### config.mk
export PLATFORM = sky130hd
export DESIGN_NAME = frame_count_to_smpte_timecode_unit_flat
export DESIGN_NICKNAME = d
export VERILOG_FILES = /design/src/hw/rtl/fcst_pkg.sv /design/src/hw/rtl/fcst_req_if.sv /design/src/hw/rtl/fcst_rsp_if.sv /design/src/hw/rtl/frame_count_to_smpte_timecode_unit.sv /design/src/flat_wrapper.sv
export SDC_FILE = /design/constraint.sdc
export NUM_CORES = 2
export LEC_CHECK = 0
export BUFFER_PORTS_ARGS = -buffer_cell sky130_fd_sc_hd__buf_2
export CAP_MARGIN = 20
export CORE_UTILIZATION = 51
export CTS_CLUSTER_SIZE = 25
export DETAILED_ROUTE_END_ITERATION = 6
export PLACE_DENSITY = 0.69
export SYNTH_ARGS = -nofsm -noshare
export SYNTH_HDL_FRONTEND = slang
export SYNTH_SLANG_ARGS = --single-unit
### constraint.sdc
create_clock -name clock -period 10.49 [get_ports clock]
set_input_delay 0.5245 -clock clock [delete_from_list [all_inputs] [get_ports clock]]
set_output_delay 0.5245 -clock clock [all_outputs]
set_load 0.005 [all_outputs]
### src/hw/rtl/fcst_pkg.sv
package fcst_pkg;

   // Field and port widths.
   localparam int FRAME_W    = 31;
   localparam int WORD_W     = 31;
   localparam int RATE_W     = 6;
   localparam int ERR_W      = 2;
   localparam int CSR_ADDR_W = 3;
   localparam int CSR_DATA_W = 32;

   // Error codes, in the priority order in which they are checked.
   typedef enum logic [ERR_W-1:0] {
      ERR_NONE             = 2'd0,
      ERR_RATE_UNSPEC      = 2'd1,
      ERR_DROP_RATE        = 2'd2,
      ERR_RATE_UNSUPPORTED = 2'd3
   } error_code_type;

   // Register indexes, decoded from the word address.
   typedef enum logic {
      CSR_FRAME_RATE = 1'b0,
      CSR_DROP_FRAME = 1'b1
   } csr_index_type;

   // Supported rounded frame rates.
   localparam logic [RATE_W-1:0] RATE_NONE  = 6'd0;
   localparam logic [RATE_W-1:0] RATE_24    = 6'd24;
   localparam logic [RATE_W-1:0] RATE_25    = 6'd25;
   localparam logic [RATE_W-1:0] RATE_30    = 6'd30;
   localparam logic [RATE_W-1:0] RESET_RATE = RATE_30;

   // Drop-frame renumbering constants.
   localparam logic [14:0] DF_BLOCK     = 15'd17982;
   localparam logic [10:0] DF_SUB       = 11'd1798;
   localparam logic [4:0]  DF_BLOCK_ADD = 5'd18;
   localparam logic [1:0]  DF_SUB_SKIP  = 2'd2;
   localparam int          DF_SUB_MAX   = 9;

   // Intermediate value widths.
   localparam int BLOCK_Q_W = 17;
   localparam int REST_W    = 15;
   localparam int EXTRA_W   = 4;
   localparam int RENUM_W   = 32;
   localparam int SEC_W     = 27;
   localparam int MIN_W     = 21;
   localparam int HOUR_W    = 15;
   localparam int DAY_W     = 11;

   // Reciprocals for exact division by constants: q = (x * ceil(2^k / d)) >> k.
   localparam int DF_SHIFT  = 46;
   localparam int DF_RCP_W  = 32;
   localparam logic [DF_RCP_W-1:0] DF_RCP =
      DF_RCP_W'(((64'd1 << DF_SHIFT) + 64'(DF_BLOCK) - 64'd1) / 64'(DF_BLOCK));

   localparam int FPS_SHIFT = 37;
   localparam int FPS_RCP_W = 33;
   localparam logic [FPS_RCP_W-1:0] RCP_24 =
      FPS_RCP_W'(((64'd1 << FPS_SHIFT) + 64'd23) / 64'd24);
   localparam logic [FPS_RCP_W-1:0] RCP_25 =
      FPS_RCP_W'(((64'd1 << FPS_SHIFT) + 64'd24) / 64'd25);
   localparam logic [FPS_RCP_W-1:0] RCP_30 =
      FPS_RCP_W'(((64'd1 << FPS_SHIFT) + 64'd29) / 64'd30);

   localparam int SEC60_SHIFT = 33;
   localparam int SEC60_RCP_W = 28;
   localparam logic [SEC60_RCP_W-1:0] SEC60_RCP =
      SEC60_RCP_W'(((64'd1 << SEC60_SHIFT) + 64'd59) / 64'd60);

   localparam int MIN60_SHIFT = 27;
   localparam int MIN60_RCP_W = 22;
   localparam logic [MIN60_RCP_W-1:0] MIN60_RCP =
      MIN60_RCP_W'(((64'd1 << MIN60_SHIFT) + 64'd59) / 64'd60);

   localparam int HOUR24_SHIFT = 20;
   localparam int HOUR24_RCP_W = 16;
   localparam logic [HOUR24_RCP_W-1:0] HOUR24_RCP =
      HOUR24_RCP_W'(((64'd1 << HOUR24_SHIFT) + 64'd23) / 64'd24);

   // Two-digit BCD of a value below 60, by a compare ladder for the tens digit.
   function automatic logic [7:0] bcd2(input logic [5:0] v);
      logic [3:0] tens;
      logic [5:0] units;
      if (v >= 6'd50) begin
         tens = 4'd5;
      end else if (v >= 6'd40) begin
         tens = 4'd4;
      end else if (v >= 6'd30) begin
         tens = 4'd3;
      end else if (v >= 6'd20) begin
         tens = 4'd2;
      end else if (v >= 6'd10) begin
         tens = 4'd1;
      end else begin
         tens = 4'd0;
      end
      units = v - 6'(tens) * 6'd10;
      return {tens, units[3:0]};
   endfunction

endpackage

### src/hw/rtl/fcst_req_if.sv
interface fcst_req_if;
   logic                          valid;
   logic                          ready;
   logic [fcst_pkg::FRAME_W-1:0]  frame_number;

   modport source (output valid, output frame_number, input ready);
   modport sink   (input valid, input frame_number, output ready);
endinterface

### src/hw/rtl/fcst_rsp_if.sv
interface fcst_rsp_if;
   logic                         valid;
   logic                         ready;
   logic [fcst_pkg::WORD_W-1:0]  timecode_word;
   logic [fcst_pkg::ERR_W-1:0]   error_code;

   modport source (output valid, output timecode_word, output error_code, input ready);
   modport sink   (input valid, input timecode_word, input error_code, output ready);
endinterface

### src/hw/rtl/frame_count_to_smpte_timecode_unit.sv
// Converts a frame count into a packed SMPTE BCD timecode word (hours mod 24, bit 30 the
// drop flag), with 29.97 drop-frame renumbering when drop_frame is set. Each word passes
// through an eleven-stage pipeline, one exact reciprocal multiply or one small correction
// per stage; a frame count enters the first stage at the edge that takes it, and a new word
// is accepted in every cycle unless the pipeline is full behind a stalled result. Each stage
// holds its word on its own when the result side stalls, so empty stages still fill while a
// finished result waits. The rate and drop registers sit at byte addresses 0 and 4 of the
// APB port; change them only while no word is in flight. A bad rate setting gives a zero
// word and a nonzero error code.
module frame_count_to_smpte_timecode_unit (
   input  logic                              clock,
   input  logic                              reset,
   fcst_req_if.sink                          req_port,
   fcst_rsp_if.source                        rsp_port,
   input  logic                              csr_psel,
   input  logic                              csr_penable,
   input  logic                              csr_pwrite,
   input  logic [fcst_pkg::CSR_ADDR_W-1:0]   csr_paddr,
   input  logic [fcst_pkg::CSR_DATA_W-1:0]   csr_pwdata,
   output logic [fcst_pkg::CSR_DATA_W-1:0]   csr_prdata,
   output logic                              csr_pready
);

   localparam int NUM_STAGES = 11;

   // Configuration registers.
   logic [fcst_pkg::RATE_W-1:0] rate_ff;
   logic                        drop_ff;
   logic                        csr_write;
   fcst_pkg::csr_index_type     csr_index;

   assign csr_pready = 1'b1;
   assign csr_write  = csr_psel && csr_penable && csr_pwrite && csr_pready;
   assign csr_index  = fcst_pkg::csr_index_type'(csr_paddr[2]);

   always_ff @(posedge clock) begin
      if (reset) begin
         rate_ff <= fcst_pkg::RESET_RATE;
         drop_ff <= 1'b0;
      end else if (csr_write) begin
         case (csr_index)
            fcst_pkg::CSR_FRAME_RATE: rate_ff <= csr_pwdata[fcst_pkg::RATE_W-1:0];
            fcst_pkg::CSR_DROP_FRAME: drop_ff <= csr_pwdata[0];
            default: ;
         endcase
      end
   end

   always_comb begin
      case (csr_index)
         fcst_pkg::CSR_FRAME_RATE:
            csr_prdata = {{(fcst_pkg::CSR_DATA_W-fcst_pkg::RATE_W){1'b0}}, rate_ff};
         fcst_pkg::CSR_DROP_FRAME:
            csr_prdata = {{(fcst_pkg::CSR_DATA_W-1){1'b0}}, drop_ff};
         default:
            csr_prdata = '0;
      endcase
   end

   // Rate check, first error found wins.
   fcst_pkg::error_code_type err_now;

   always_comb begin
      if (rate_ff == fcst_pkg::RATE_NONE) begin
         err_now = fcst_pkg::ERR_RATE_UNSPEC;
      end else if (drop_ff && rate_ff != fcst_pkg::RATE_30) begin
         err_now = fcst_pkg::ERR_DROP_RATE;
      end else if (rate_ff != fcst_pkg::RATE_24 && rate_ff != fcst_pkg::RATE_25 &&
                   rate_ff != fcst_pkg::RATE_30) begin
         err_now = fcst_pkg::ERR_RATE_UNSUPPORTED;
      end else begin
         err_now = fcst_pkg::ERR_NONE;
      end
   end

   // Pipeline flow control: a stage loads when it is empty or its successor loads.
   logic [NUM_STAGES-1:0] vld_src;
   logic [NUM_STAGES:1]   vld_ff;
   logic [NUM_STAGES+1:1] adv;

   assign vld_src[0]              = req_port.valid;
   assign vld_src[NUM_STAGES-1:1] = vld_ff[NUM_STAGES-1:1];
   assign adv[NUM_STAGES+1]       = rsp_port.ready;
   assign req_port.ready          = adv[1];

   for (genvar i = 1; i <= NUM_STAGES; i++) begin : g_flow
      assign adv[i] = !vld_ff[i] || adv[i+1];

      always_ff @(posedge clock) begin
         if (reset) begin
            vld_ff[i] <= 1'b0;
         end else if (adv[i]) begin
            vld_ff[i] <= vld_src[i-1];
         end
      end
   end

   // Stage 1: multiply by the reciprocal of the 17982-frame block.
   logic [fcst_pkg::FRAME_W-1:0]                      n1_ff;
   logic [fcst_pkg::BLOCK_Q_W-1:0]                    q1_ff;
   logic [fcst_pkg::FRAME_W+fcst_pkg::DF_RCP_W-1:0]   prod1;

   assign prod1 = (fcst_pkg::FRAME_W+fcst_pkg::DF_RCP_W)'(req_port.frame_number) *
                  (fcst_pkg::FRAME_W+fcst_pkg::DF_RCP_W)'(fcst_pkg::DF_RCP);

   // Stage 2: block remainder, and in drop-frame mode the count with 18 frames added per whole block.
   logic [fcst_pkg::REST_W-1:0]  rest2_ff;
   logic [fcst_pkg::RENUM_W-1:0] base2_ff;
   logic [fcst_pkg::FRAME_W-1:0] rest2_full;
   logic [fcst_pkg::RENUM_W-1:0] base2;

   always_comb begin
      rest2_full = n1_ff - fcst_pkg::FRAME_W'(q1_ff) * fcst_pkg::FRAME_W'(fcst_pkg::DF_BLOCK);
      if (drop_ff) begin
         base2 = fcst_pkg::RENUM_W'(n1_ff) +
                 fcst_pkg::RENUM_W'(q1_ff) * fcst_pkg::RENUM_W'(fcst_pkg::DF_BLOCK_ADD);
      end else begin
         base2 = fcst_pkg::RENUM_W'(n1_ff);
      end
   end

   // Stage 3: in drop-frame mode, 2 frames per whole 1798 of the remainder less 2, by threshold compares.
   logic [fcst_pkg::RENUM_W-1:0] n3_ff;
   logic [fcst_pkg::EXTRA_W-1:0] extra3;

   always_comb begin
      extra3 = '0;
      for (int k = 1; k <= fcst_pkg::DF_SUB_MAX; k++) begin
         if (rest2_ff >= fcst_pkg::REST_W'(fcst_pkg::DF_SUB_SKIP) +
                         fcst_pkg::REST_W'(k) * fcst_pkg::REST_W'(fcst_pkg::DF_SUB)) begin
            extra3 = extra3 + 1'b1;
         end
      end
      if (!drop_ff) begin
         extra3 = '0;
      end
   end

   // Stage 4: multiply by the reciprocal of the frame rate.
   logic [fcst_pkg::RENUM_W-1:0]                        n4_ff;
   logic [fcst_pkg::SEC_W-1:0]                          s4_ff;
   logic [fcst_pkg::FPS_RCP_W-1:0]                      fps_rcp;
   logic [fcst_pkg::RENUM_W+fcst_pkg::FPS_RCP_W-1:0]    prod4;

   always_comb begin
      case (rate_ff)
         fcst_pkg::RATE_24: fps_rcp = fcst_pkg::RCP_24;
         fcst_pkg::RATE_25: fps_rcp = fcst_pkg::RCP_25;
         default:           fps_rcp = fcst_pkg::RCP_30;
      endcase
      prod4 = (fcst_pkg::RENUM_W+fcst_pkg::FPS_RCP_W)'(n3_ff) *
              (fcst_pkg::RENUM_W+fcst_pkg::FPS_RCP_W)'(fps_rcp);
   end

   // Stage 5: frames within the second.
   logic [fcst_pkg::SEC_W-1:0] s5_ff;
   logic [4:0]                 ff5_ff;
   logic [fcst_pkg::RENUM_W-1:0] ff5_full;

   assign ff5_full = n4_ff - fcst_pkg::RENUM_W'(s4_ff) * fcst_pkg::RENUM_W'(rate_ff);

   // Stage 6: multiply seconds by the reciprocal of 60.
   logic [fcst_pkg::SEC_W-1:0]                           s6_ff;
   logic [fcst_pkg::MIN_W-1:0]                           m6_ff;
   logic [4:0]                                           ff6_ff;
   logic [fcst_pkg::SEC_W+fcst_pkg::SEC60_RCP_W-1:0]     prod6;

   assign prod6 = (fcst_pkg::SEC_W+fcst_pkg::SEC60_RCP_W)'(s5_ff) *
                  (fcst_pkg::SEC_W+fcst_pkg::SEC60_RCP_W)'(fcst_pkg::SEC60_RCP);

   // Stage 7: seconds within the minute.
   logic [fcst_pkg::MIN_W-1:0] m7_ff;
   logic [5:0]                 ss7_ff;
   logic [4:0]                 ff7_ff;
   logic [fcst_pkg::SEC_W-1:0] ss7_full;

   assign ss7_full = s6_ff - fcst_pkg::SEC_W'(m6_ff) * fcst_pkg::SEC_W'(60);

   // Stage 8: multiply minutes by the reciprocal of 60.
   logic [fcst_pkg::MIN_W-1:0]                           m8_ff;
   logic [fcst_pkg::HOUR_W-1:0]                          h8_ff;
   logic [5:0]                                           ss8_ff;
   logic [4:0]                                           ff8_ff;
   logic [fcst_pkg::MIN_W+fcst_pkg::MIN60_RCP_W-1:0]     prod8;

   assign prod8 = (fcst_pkg::MIN_W+fcst_pkg::MIN60_RCP_W)'(m7_ff) *
                  (fcst_pkg::MIN_W+fcst_pkg::MIN60_RCP_W)'(fcst_pkg::MIN60_RCP);

   // Stage 9: minutes within the hour.
   logic [fcst_pkg::HOUR_W-1:0] h9_ff;
   logic [5:0]                  mm9_ff;
   logic [5:0]                  ss9_ff;
   logic [4:0]                  ff9_ff;
   logic [fcst_pkg::MIN_W-1:0]  mm9_full;

   assign mm9_full = m8_ff - fcst_pkg::MIN_W'(h8_ff) * fcst_pkg::MIN_W'(60);

   // Stage 10: multiply hours by the reciprocal of 24.
   logic [fcst_pkg::HOUR_W-1:0]                            h10_ff;
   logic [fcst_pkg::DAY_W-1:0]                             d10_ff;
   logic [5:0]                                             mm10_ff;
   logic [5:0]                                             ss10_ff;
   logic [4:0]                                             ff10_ff;
   logic [fcst_pkg::HOUR_W+fcst_pkg::HOUR24_RCP_W-1:0]     prod10;

   assign prod10 = (fcst_pkg::HOUR_W+fcst_pkg::HOUR24_RCP_W)'(h9_ff) *
                   (fcst_pkg::HOUR_W+fcst_pkg::HOUR24_RCP_W)'(fcst_pkg::HOUR24_RCP);

   // Stage 11: hours mod 24, BCD packing and the error check into the output register.
   logic [fcst_pkg::WORD_W-1:0] word11_ff;
   logic [fcst_pkg::ERR_W-1:0]  err11_ff;
   logic [fcst_pkg::HOUR_W-1:0] hh11_full;
   logic [31:0]                 word11;

   always_comb begin
      hh11_full = h10_ff - fcst_pkg::HOUR_W'(d10_ff) * fcst_pkg::HOUR_W'(24);
      word11 = {1'b0, drop_ff, 30'd0}
             | {fcst_pkg::bcd2({1'b0, ff10_ff}), 24'd0}
             | {8'd0, fcst_pkg::bcd2(ss10_ff), 16'd0}
             | {16'd0, fcst_pkg::bcd2(mm10_ff), 8'd0}
             | {24'd0, fcst_pkg::bcd2(hh11_full[5:0])};
      if (err_now != fcst_pkg::ERR_NONE) begin
         word11 = '0;
      end
   end

   // Payload registers, each loaded when its stage advances.
   always_ff @(posedge clock) begin
      if (adv[1]) begin
         n1_ff <= req_port.frame_number;
         q1_ff <= prod1[fcst_pkg::DF_SHIFT +: fcst_pkg::BLOCK_Q_W];
      end
      if (adv[2]) begin
         rest2_ff <= rest2_full[fcst_pkg::REST_W-1:0];
         base2_ff <= base2;
      end
      if (adv[3]) begin
         n3_ff <= base2_ff + fcst_pkg::RENUM_W'({extra3, 1'b0});
      end
      if (adv[4]) begin
         n4_ff <= n3_ff;
         s4_ff <= prod4[fcst_pkg::FPS_SHIFT +: fcst_pkg::SEC_W];
      end
      if (adv[5]) begin
         s5_ff  <= s4_ff;
         ff5_ff <= ff5_full[4:0];
      end
      if (adv[6]) begin
         s6_ff  <= s5_ff;
         m6_ff  <= prod6[fcst_pkg::SEC60_SHIFT +: fcst_pkg::MIN_W];
         ff6_ff <= ff5_ff;
      end
      if (adv[7]) begin
         m7_ff  <= m6_ff;
         ss7_ff <= ss7_full[5:0];
         ff7_ff <= ff6_ff;
      end
      if (adv[8]) begin
         m8_ff  <= m7_ff;
         h8_ff  <= prod8[fcst_pkg::MIN60_SHIFT +: fcst_pkg::HOUR_W];
         ss8_ff <= ss7_ff;
         ff8_ff <= ff7_ff;
      end
      if (adv[9]) begin
         h9_ff  <= h8_ff;
         mm9_ff <= mm9_full[5:0];
         ss9_ff <= ss8_ff;
         ff9_ff <= ff8_ff;
      end
      if (adv[10]) begin
         h10_ff  <= h9_ff;
         d10_ff  <= prod10[fcst_pkg::HOUR24_SHIFT +: fcst_pkg::DAY_W];
         mm10_ff <= mm9_ff;
         ss10_ff <= ss9_ff;
         ff10_ff <= ff9_ff;
      end
      if (adv[11]) begin
         word11_ff <= word11[fcst_pkg::WORD_W-1:0];
         err11_ff  <= err_now;
      end
   end

   assign rsp_port.valid         = vld_ff[NUM_STAGES];
   assign rsp_port.timecode_word = word11_ff;
   assign rsp_port.error_code    = err11_ff;

endmodule

### src/flat_wrapper.sv
// flat-port wrapper written by rule: the top's interface ports become plain ports
module frame_count_to_smpte_timecode_unit_flat 
  (clock, reset, csr_psel, csr_penable, csr_pwrite, csr_paddr, csr_pwdata, csr_prdata, csr_pready, req_port_valid, req_port_frame_number, req_port_ready, rsp_port_valid, rsp_port_timecode_word, rsp_port_error_code, rsp_port_ready);
  fcst_req_if req_port_i ();
  fcst_rsp_if rsp_port_i ();
  input  logic clock;
  input  logic reset;
  input  logic csr_psel;
  input  logic csr_penable;
  input  logic csr_pwrite;
  input  logic [fcst_pkg::CSR_ADDR_W-1:0] csr_paddr;
  input  logic [fcst_pkg::CSR_DATA_W-1:0] csr_pwdata;
  output logic [fcst_pkg::CSR_DATA_W-1:0] csr_prdata;
  output logic csr_pready;
  input wire logic [$bits(req_port_i.valid)-1:0] req_port_valid;
  input wire logic [$bits(req_port_i.frame_number)-1:0] req_port_frame_number;
  output wire logic [$bits(req_port_i.ready)-1:0] req_port_ready;
  output wire logic [$bits(rsp_port_i.valid)-1:0] rsp_port_valid;
  output wire logic [$bits(rsp_port_i.timecode_word)-1:0] rsp_port_timecode_word;
  output wire logic [$bits(rsp_port_i.error_code)-1:0] rsp_port_error_code;
  input wire logic [$bits(rsp_port_i.ready)-1:0] rsp_port_ready;
  assign req_port_i.valid = req_port_valid;
  assign req_port_i.frame_number = req_port_frame_number;
  assign req_port_ready = req_port_i.ready;
  assign rsp_port_valid = rsp_port_i.valid;
  assign rsp_port_timecode_word = rsp_port_i.timecode_word;
  assign rsp_port_error_code = rsp_port_i.error_code;
  assign rsp_port_i.ready = rsp_port_ready;
  frame_count_to_smpte_timecode_unit u_core (.clock(clock), .reset(reset), .req_port(req_port_i), .rsp_port(rsp_port_i), .csr_psel(csr_psel), .csr_penable(csr_penable), .csr_pwrite(csr_pwrite), .csr_paddr(csr_paddr), .csr_pwdata(csr_pwdata), .csr_prdata(csr_prdata), .csr_pready(csr_pready));
endmodule
==> impl_metrics.json <==
{
  "floorplan.rows": 131,
  "antenna_found_initial": 20,
  "drive_above_1_share_pct": 3.867,
  "cp_slowest_cell": "dfxtp_1",
  "ioPinCount": 141,
  "holdBufCountCts": 0,
  "ys_types": 89,
  "period_needed_ns": 9.727,
  "register_area_sq_um": 11590,
  "cts.repair.resized": 0,
  "cts.sinks": 392,
  "gp_congestion": 0.9684,
  "synth-seq-cells": 392,
  "ant_nets": 0,
  "fin_nets": 8629,
  "yosys-top-cells-count": "inv_1, ha_1, fa_1",
  "rsz0062_at_grt": "no",
  "slew_headroom_pct": 27.07,
  "die-area_sq_um": 130700,
  "gr-total-overflow": 0,
  "first_pass_iters": 5,
  "synth.top_cell.area_share_pct": 32.83,
  "place_ws_ns": 0.9215,
  "cp-start-kind": "flip-flop",
  "min_path_cells": 2,
  "cts_tree": "done",
  "end_kind": "flip-flop",
  "dp_hpwl_microns": 139400,
  "fin_skew_ns": 0.03911,
  "maxSlewViolCount": 0,
  "yosys-top-cells-area": "fa_1, ha_1, edfxtp_1",
  "synthArstFlopShare_pct": 0,
  "ys.flop_type": "edfxtp_1",
  "maxCapViolCount": 0,
  "yosysTopAreaCell": "fa_1",
  "worst_pin_slew_ns": 1.093,
  "ys_warn_count": 0,
  "reg2reg_depth": 30,
  "hold_class": "in2reg",
  "worst_slack_ns": 0.7632,
  "final_hold_viol_count": 0,
  "cp_data_arrival_time_ns": 10.06,
  "via_count": 41445,
  "cts.path.max_buffers": 3,
  "fin_setup_tns_ns": 0,
  "fp.dieW_microns": 361.5,
  "crit_path_frequent_cell": "fa_1",
  "tritoncts.num_buffers": 45,
  "critPathRequiredTime_ns": 10.82,
  "grt_use_total_pct": 24.97,
  "path_max_fanout": 14,
  "core-area_sq_um": 127800,
  "fmax_ghz": 0.1028,
  "fp.dieH_microns": 361.5,
  "synth_area_sq_um": 65920,
  "clockRootBuffer": "clkbuf_16",
  "r2r_setup_slack_ns": 0.76,
  "grt_first_pass_wirelength_microns": 250200,
  "avgSynthCellArea_sq_um": 10.93,
  "grt_max_degree": 51,
  "netlist_instances": 6030,
  "drc": 0,
  "max_stage_delay_ns": 0.62,
  "status": "completed",
  "grt_pass1_vias": 45257,
  "area_growth_pct": 5.968,
  "wl_per_cell_microns": 20.04,
  "yosys.cell_count.top_type": "inv_1",
  "htreeDepth": 2,
  "synth-edff-count": 374,
  "rr_endpoint": "u_core.s4_ff[22]",
  "via_per_inst": 5.282,
  "min_to": "u_core.rate_ff[2]",
  "insertion_delay_ns": 0.61,
  "multi_input_area_sq_um": 48000,
  "synth_seq_area_share_pct": 17.58,
  "fill_cells": 11113,
  "start_util_pct": 51.56,
  "period_share_pct": 92.72,
  "post_cts_buffers": 0,
  "drt_iter0_drc": 2359,
  "wirelength_microns": 157200,
  "path_clk_slew_ns": 0.06,
  "crit_type": "reg2reg",
  "hold_start": "csr_pwdata[2]",
  "reg2reg_from": "u_core.rate_ff[4]",
  "setup_viol_count_final": 0,
  "port_buffers": 82
}
[flip-flops by register name, indices dropped and copies added (netlist names), 10 cells and up]
register                       cells
u_core.rsp_port.timecode_word     28
u_core.n1_ff                      31
u_core.s5_ff                      27
u_core.vld_ff                     10
u_core.s4_ff                      27
u_core.h9_ff                      15
u_core.h8_ff                      15
u_core.q1_ff                      17
u_core.n3_ff                      32
u_core.base2_ff                   32
u_core.m7_ff                      21
u_core.rest2_ff                   14
u_core.m6_ff                      21
[logic make-up after synthesis]
group / Yosys count / synth area share (%)
adders and majority gates: 2414 / 58.13
buffers and inverters: 1681 / 9.762
and+or+nand+nor: 727 / 5.366
AOI/OAI and AO/OA: 548 / 5.509
DFF: 392 / 17.58
xor gates and xnor gates: 244 / 3.274
muxes: 22 / 0.3663
other: 2 / 0.01139
[metal layers]
metal | global-route usage (%) | vias up | routed length [microns]
met4 | 7.702 | 10 | 5408
li1 | - | 19508 | -
met2 | 42.10 | 1029 | 74930
met3 | 3.813 | 246 | 9253
met1 | 33.08 | 20652 | 67590
met5 | 0 | - | 63
[worst max-delay path by stage]
| stage | cells after the start | end | startpoint | slack, ns |
|---|---|---|---|---|
| 2_1_floorplan | 28 | u_core.s4_ff[22] | u_core.rate_ff[1] | 2.21 |
| 3_3_place_gp | 30 | u_core.s4_ff[26] | u_core.rate_ff[4] | 0.98 |
| 5_1_grt | 29 | u_core.s4_ff[22] | u_core.rate_ff[4] | 0.25 |
| 3_5_place_dp | 29 | u_core.s4_ff[22] | u_core.rate_ff[4] | 0.92 |
| 4_1_cts | 30 | u_core.s4_ff[22] | u_core.rate_ff[4] | 0.88 |
| 6_report | 30 | u_core.s4_ff[22] | u_core.rate_ff[4] | 0.76 |
[final cells by class]
cell class                      count  area share (%)
Multi-Input combinational cell   3985           68.73
Clock inverter                     31          0.4245
Tap cell                         1662           2.977
Inverter                         1603           8.614
Timing Repair Buffer              117          0.9548
Antenna cell                        4         0.01433
Clock buffer                       52           1.693
Sequential cell                   392           16.60
[worst max-delay path, delay by kind of cell, from the launching register on]
family	cells	cell delay, ns
compound gates	5	1.56
fa+ha+maj	9	4.54
buf+inv	7	1.19
flops	1	0.62
simple gates	9	1.53
[through the flow]
stage / cells / util [%] / cell area [sq um] / hold WS (ns)
finish: 7846 / 54.64 / 69850 / 0.1260
global route: 7843 / 54.63 / 69840 / 0.1164
CTS: 7841 / 54.62 / 69830 / 0.08823
detailed placement: 7758 / 53.47 / 68360 / 0.4045
global placement: 7757 / 53.46 / 68350 / 0.4009
floorplan: 6058 / - / 66020 / 0.4003
[placed cells by master (no fill, tap or decap), types with 8 or more instances in the layout]
cell and instances:
a2111oi_0 8, a211o_1 14, a211oi_1 18, a21o_1 73
a21oi_1 159, a31oi_1 16, and2_1 48, and3_1 27
buf_2 83, buf_4 33, clkbuf_16 45, conb_1 30
dfxtp_1 17, edfxtp_1 374, fa_1 1081, ha_1 1331
inv_1 1603, mux2_2 14, nand2_1 193, nand2b_1 33
nand3_1 53, nand4_1 37, nor2_1 186, nor2b_1 38
nor3_1 47, nor3b_1 9, o211ai_1 19, o21a_1 34
o21ai_0 92, o21bai_1 18, o31ai_1 11, or2_2 11
or3_1 15, xnor2_1 168, xor2_1 74
Power is left out: the tool's default activity adds up to more than one toggle a clock period on the data nets, which glitch-free logic cannot reach.
